**config.mk**
```make
export PLATFORM = sky130hd
export DESIGN_NAME = gaa_ctrl
export DESIGN_NICKNAME = d
export VERILOG_FILES = /design/src/rtl/core/gaa_pkg.sv /design/src/rtl/core/gaa_ctrl.sv
export SDC_FILE = /design/constraint.sdc
export NUM_CORES = 1
export LEC_CHECK = 0
export BUFFER_PORTS_ARGS = -buffer_cell sky130_fd_sc_hd__buf_2
export CAP_MARGIN = 10
export CORE_AREA = 3 3 40 42
export DETAILED_ROUTE_END_ITERATION = 8
export DIE_AREA = 0 0 43 45
export SYNTH_ARGS = -nofsm -noshare
export SYNTH_HDL_FRONTEND = slang
export SYNTH_SLANG_ARGS = --single-unit
```
**constraint.sdc**
```tcl
create_clock -name clk -period 1.35 [get_ports clk]
set_input_delay 0.0675 -clock clk [delete_from_list [all_inputs] [get_ports clk]]
set_output_delay 0.0675 -clock clk [all_outputs]
set_load 0.005 [all_outputs]
```
**src/rtl/core/gaa_pkg.sv**
```systemverilog
package gaa_pkg;

    // Default sizes
    localparam int DEF_MAX_COLS = 256;
    localparam int DEF_MAX_ROWS = 256;
    localparam int DEF_MAX_ANTS = 8;

    // Largest number of ants stepped by one step command
    localparam int ANT_LIMIT = 8;

    // Config port
    localparam int CFG_IW = 2;
    localparam int CFG_DW = 9;

    localparam logic [CFG_IW-1:0] CFG_COLS_USED   = 2'd0;
    localparam logic [CFG_IW-1:0] CFG_ROWS_USED   = 2'd1;
    localparam logic [CFG_IW-1:0] CFG_ACTIVE_ANTS = 2'd2;

    // Command codes
    localparam logic [1:0] CMD_PLACE = 2'd0;
    localparam logic [1:0] CMD_STEP  = 2'd1;
    localparam logic [1:0] CMD_READ  = 2'd2;

    // Headings
    localparam logic [1:0] HEAD_NORTH = 2'd0;
    localparam logic [1:0] HEAD_EAST  = 2'd1;
    localparam logic [1:0] HEAD_SOUTH = 2'd2;
    localparam logic [1:0] HEAD_WEST  = 2'd3;

    typedef struct packed {
        logic [1:0] cmd;
        logic [2:0] ant_index;
        logic [7:0] pos_x;
        logic [7:0] pos_y;
        logic [1:0] heading;
    } gaa_req_t;

    typedef struct packed {
        logic [2:0] ant_id;
        logic [7:0] ant_col;
        logic [7:0] ant_row;
        logic [1:0] ant_heading;
        logic       cell_value;
        logic       bad_request;
        logic       last;
    } gaa_rsp_t;

    typedef enum logic [2:0] {
        ST_CLEAR,
        ST_IDLE,
        ST_READ_RQ,
        ST_REPLY,
        ST_STEP_RD,
        ST_STEP_WR
    } gaa_state_t;

    // Controller -> datapath
    typedef struct packed {
        logic clear_wr;
        logic load_in;
        logic rd_req;
        logic reply;
        logic step_wr;
    } gaa_ctl_t;

    // Datapath -> controller
    typedef struct packed {
        logic clear_done;
        logic out_free;
        logic last_ant;
    } gaa_stat_t;

endpackage

```
**src/rtl/core/gaa_ctrl.sv**
```systemverilog
module gaa_ctrl
    import gaa_pkg::*;
(
    input  logic       clk,
    input  logic       rst_n,
    input  logic       req_valid,
    input  logic [1:0] req_cmd,
    output logic       req_ready,
    input  gaa_stat_t  stat,
    output gaa_ctl_t   ctl
);

    gaa_state_t state_reg;
    gaa_state_t state_next;

    always_ff @(posedge clk or negedge rst_n)
    begin
        if (!rst_n)
        begin
            state_reg <= ST_CLEAR;
        end
        else
        begin
            state_reg <= state_next;
        end
    end

    always_comb
    begin
        state_next = state_reg;
        case (state_reg)
            ST_CLEAR:
            begin
                if (stat.clear_done)
                begin
                    state_next = ST_IDLE;
                end
            end
            ST_IDLE:
            begin
                if (req_valid)
                begin
                    case (req_cmd)
                        CMD_STEP: state_next = ST_STEP_RD;
                        CMD_READ: state_next = ST_READ_RQ;
                        default:  state_next = ST_REPLY;
                    endcase
                end
            end
            ST_READ_RQ:
            begin
                state_next = ST_REPLY;
            end
            ST_REPLY:
            begin
                if (stat.out_free)
                begin
                    state_next = ST_IDLE;
                end
            end
            ST_STEP_RD:
            begin
                state_next = ST_STEP_WR;
            end
            ST_STEP_WR:
            begin
                if (stat.out_free)
                begin
                    state_next = stat.last_ant ? ST_IDLE : ST_STEP_RD;
                end
            end
            default:
            begin
                state_next = ST_IDLE;
            end
        endcase
    end

    always_comb
    begin
        ctl       = '0;
        req_ready = 1'b0;
        case (state_reg)
            ST_CLEAR:
            begin
                ctl.clear_wr = 1'b1;
            end
            ST_IDLE:
            begin
                req_ready   = 1'b1;
                ctl.load_in = req_valid;
            end
            ST_READ_RQ:
            begin
                ctl.rd_req = 1'b1;
            end
            ST_REPLY:
            begin
                ctl.reply = stat.out_free;
            end
            ST_STEP_RD:
            begin
                ctl.rd_req = 1'b1;
            end
            ST_STEP_WR:
            begin
                ctl.step_wr = stat.out_free;
            end
            default:
            begin
                ctl = '0;
            end
        endcase
    end

endmodule

```
# After elaboration in Yosys (flattened, before gate mapping)
# Index checks and enable logic that the tools add are counted.
# op_classes
n_reduce_logical,3
eq_ne,11
mux,13
# ops
operator,count
$pmux W3 S6,1
$mux W3,5
$ne A2 B2 Y1 const B,4
$eq A3 B2 Y1 const B,2
$eq A3 B3 Y1 const B,2
$mux W1,6
$pmux W3 S2,1
$reduce_and A4 Y1,1
$eq A3 B1 Y1 const B,1
$logic_not A3 Y1,1
$eq A2 B1 Y1 const B,1
$eq A2 B2 Y1 const B,1
$reduce_or A2 Y1,1
# totals
in_bits,8
out_inout_bits,6
elab_cells,28
register_bits,3

# Longest topological paths before layout
# depth
depth_word,4
mapped_depth,6
mapped_depth_nobuf,6

# Worst setup path before layout
# OpenSTA, ideal clock, no wires.
# synth_path
kind,register to register
startpoint,register state_reg[1]
endpoint,register state_reg[0]
setup_ns,0.071
t_required_ns,1.279
slack_ns,0.208
arrival_time_ns,1.071
period_less_slack_ns,1.142
n_path_buf,1
path_stages_with_launch,6
path_cell_list,dfrtp_1 > buf_6 > nor4_2 > a31oi_1 > and4b_1 > nor2_1
# synth_via
elab_chain_cells,3
word_cells_on_any_way,12
classes_between,9 x eq/ne; 1 x mux; 2 x reduce/logical
# synth_rtl
element,line,text
"start, declared",gaa_ctrl.sv:13,gaa_state_t state_reg;
"start signal, assigned",gaa_ctrl.sv:24,state_reg <= state_next;
$eq A3 B2 Y1 (tied with other cells),gaa_ctrl.sv:31,case (state_reg)
$ne A2 B2 Y1 (no source line),--,
$reduce_and A4 Y1 (no source line),--,
# Parallel ways exist; a longest one is shown, timed or not.
# A chain may end at the register's enable or synchronous reset.

==> impl.org <==
** Outcome
- Result of the run :: finished clean

** Power and ir drop
- The internal power of the cells totals 0.432 mW.
- Reg power frac :: 0.321
- Worst IR drop on VDD :: 0.375 mV
- Of the total power, the share spent switching nets is 0.409.
- Total Power :: 0.731 mW
- For this design the ratio of total power to cell area is 1920 nW/um^2.
- The share of total power dissipated in the clock network is 0.215.
- Leakage power :: 0.183 nW
- Combinational fraction of design power :: 0.463
- In this run the power spent charging and discharging nets is 0.299 mW.

** Critical path
- The worst register-to-register path begins at state_reg[0]$_DFFE_PN0P_.
- Data required, critical path :: 1280 ps
- STA puts the critical path data arrival time at 1210 ps.
- Maximum cell stage delay along the critical path :: 470 ps
- Among all stages on the critical path, the largest delay is contributed by sky130_fd_sc_hd__dfrtp_2.
- STA classifies the critical path startpoint as a flop.
- STA classifies the critical path endpoint as an output pin.
- The worst register-to-register path has a depth of 4.
- CP cell instances :: buf_4 -> nor3b_1 -> buf_2
- Terminus of the critical flop-to-flop path :: state_reg[0]$_DFFE_PN0P_
- Maximum fanout count along the critical path :: 10
- For flop-to-flop paths, the worst setup slack is 140 ps.
- Worst path buffer plus inverter count :: 2
- Largest delay share family, worst path :: flip-flops
- The critical path is of the flop to output pin type.

** STA
- Share of the clock period used by the worst path :: 0.949
- Static timing analysis puts the maximum clock frequency at 0.781 GHz.
- Headroom to the max-slew limit :: 0.833
- The smallest clock period supported by the final layout is computed as 1280 ps.
- The worst path meets setup with 69.0 ps of slack.
- For the final routed database, the setup TNS stands at 0 ps.
- The total count of max-transition violations in the final report was 0.
- Tightest Pin Transition :: 248 ps
- On the final layout, the worst clock skew is 0.0578 ps.
- # setup viols final :: 0
- RSZ-0062 raised after global routing :: false
- The count of final hold-check violations was 0.

** Global routing
- The first global-routing pass estimated 1080 microns of wire.
- Number of global-route vias before repair :: 282
- Antenna violations before repair :: 0
- For this run, the total global-route usage over all layers was measured as 0.0759.
- Entering global routing, the biggest net connects 11 pins.
- The total overflow left after global routing is 0.

** Yosys
- Dominant cell type by area after synthesis :: sky130_fd_sc_hd__dfrtp_1
- Of the post-synthesis cell area, the dominant cell type holds 0.275.
- Synthesis inferred 3 register bits.
- Synth warnings :: 0
- Of the synthesized area, sequential elements account for 0.275.
- Yosys mapped the design onto 19 distinct sky130hd cell types.
- Top cells by area, synth :: sky130_fd_sc_hd__dfrtp_1, sky130_fd_sc_hd__buf_6, sky130_fd_sc_hd__nor2_1, sky130_fd_sc_hd__a21oi_1, sky130_fd_sc_hd__nor3_1
- In this run the mean area of a mapped cell was 8.02 sq um.
- The cell count after synthesis came out at 34.
- The synthesized netlist occupies a cell area of 273 sq um.
- The number of nets handed over by synthesis was 43.

** Route
- For this run, the detailed router's first-pass iteration total came to 2.
- The final route contains 297 vias.
- Via density per instance :: 4.57
- Remaining antenna violation count after routing :: 0
- For this block, the initial DRC count from the detailed router was 1.
- In the routed design, unresolved DRC markers number 0.
- The routed design has 631 microns of wire.
- After detailed routing, the average wire length per cell comes to 9.71 microns.

** Run
- The tool flagged a number of max-cap violations equal to 0.

** Place
- The wire-length estimate of the detail-placed layout is 493 microns.
- Before CTS, the worst setup slack after placement is 130 ps.
- At the end of routability-driven placement, the weighted congestion stood at 0.637.
- Input and output buffers added on the ports amount to 13.
- Once placement finished, the instance area stood at 334 sq um.

** Finish
- Across the whole layout, storage elements account for 78.8 sq um.
- The finished cells cover 382 sq um.
- 0 antenna diodes ended up in the layout.
- Share of final-layout standard cells stronger than drive strength 1 :: 0.440
- The library cells used most frequently in the layout, excluding fill and tap cells, are sky130_fd_sc_hd__buf_2, sky130_fd_sc_hd__nor2_1.
- The multi-input combinational cells in the finished layout cover a total of 168 sq um.
- Commonest non-fill, non-tap cell in the layout :: sky130_fd_sc_hd__buf_2
- Max FFs per register :: 3
- After the last flow step, the layout net total stands at 60.
- From synthesis to final layout, the design area changed by 39.9%.
- The filler cells instantiated in the layout total 154.
- End-of-flow core utilization :: 0.297

** Floorplanning
- Placeable core region :: 1280 sq um
- 14 I/O pins were placed.
- The floorplan step defined a die boundary enclosing 1940 sq um.
- Floorplan row count :: 13
- Measured along the y axis, the die boundary spans 45 microns.
- For this configuration, the core starts out at a cell density of 0.212.
- In this run the horizontal extent of the chip is 43 microns.

** CTS
- Buffers inserted during clock tree synthesis total 3.
- Clock tree root driver cell :: sky130_fd_sc_hd__clkbuf_4
- The clock drives 3 sinks.
- Clock tree from TritonCTS :: yes
- The later pin in the worst-skew pair is clocked with a latency of 230 ps.
- CTS clk-pin slew, worst paths :: 40 ps
- Post-CTS timing repair inserted 0 buffers for setup.
- CTS built an H-tree with a depth of 1.
- In this run the deepest clock path goes through 2 buffers.

** Min path
- The worst hold path terminates at state_reg[0]$_DFFE_PN0P_.
- The worst hold path was traced through 3 stages.
- In this run the worst hold path is classified as input port to flop.
- The worst hold path begins at stat[2].
-- power groups by stage --
stage	sequential, mW	clock [mW]	combinational, mW
3_3_place_gp	0.217	0	0.321
5_1_grt	0.251	0.167	0.389
6_report	0.235	0.157	0.339
2_1_floorplan	0.150	0	0.327
4_1_cts	0.221	0.166	0.324
3_5_place_dp	0.221	0	0.321
-- cell type report --
cell class,count,area share
multi-input cells,26,0.439
repair buffers,15,0.216
flip-flops and latches,3,0.207
clock buffers,4,0.0689
well taps,15,0.0492
inverters,2,0.0197
-- synth_stat cells, drive strengths merged --
master,count
a21oi,3
a31oi,2
and4b,1
buf,3
dfrtp,3
ha,1
inv,2
mux2i,1
nand2,2
nand2b,1
nand3b,1
nor2,6
nor3,3
nor3b,1
nor4,1
o211ai,1
o21ai,1
xnor2,1
-- logic make-up (layout without fill, tap and decap cells) --
kind of cell / after synthesis / in the layout / synth area share
DFF: 3 / 3 / 0.275
AOI/OAI and AO/OA: 7 / 7 / 0.147
xor gates and xnor gates: 1 / 1 / 0.0321
adders and majority gates: 1 / 1 / 0.0459
and+or+nand+nor: 16 / 16 / 0.326
muxes: 1 / 1 / 0.0367
buffers and inverters: 5 / 21 / 0.138
-- worst reg2reg max path, stage by stage (launching register included) --
cell and delay (ps):
sky130_fd_sc_hd__dfrtp_2 470, sky130_fd_sc_hd__nor4_2 310, sky130_fd_sc_hd__a31oi_1 90, sky130_fd_sc_hd__and4b_1 190
sky130_fd_sc_hd__nor2_1 80
-- layer usage --
metal / GRT usage / share of wire / wire length (microns)
met1: 0.0872 / 0.42 / 264
met3: 0.0120 / 0.036 / 23
met4: 0.0723 / 0.021 / 13
met2: 0.120 / 0.52 / 328
met5: 0 / 0 / 0
-- worst max path at each step --
stage,from,endpoint,cells after the start
finish,state_reg[2]$_DFFE_PN0P_,ctl[1],3
global placement,state_reg[0]$_DFFE_PN0P_,state_reg[0]$_DFFE_PN0P_,4
floorplan,state_reg[1]$_DFFE_PN0P_,state_reg[0]$_DFFE_PN0P_,5
CTS,state_reg[2]$_DFFE_PN0P_,ctl[1],3
detailed placement,state_reg[0]$_DFFE_PN0P_,state_reg[0]$_DFFE_PN0P_,4
global route,state_reg[2]$_DFFE_PN0P_,ctl[1],3
-- metrics by stage --
| stage | cells | hold WS [ps] |
|---|---|---|
| floorplan | 34 | -228 |
| global placement | 60 | -135 |
| detailed placement | 60 | -134 |
| global route | 65 | 118 |
| CTS | 65 | 84.3 |
| finish | 65 | 84.8 |
-- repair_timing --
action	CTS	global route
resized for setup	0	5
hold buffers	1	0
endpoints found under the hold margin	3	0
setup endpoints to repair	0	5
(Power assumes the default switching activity.)
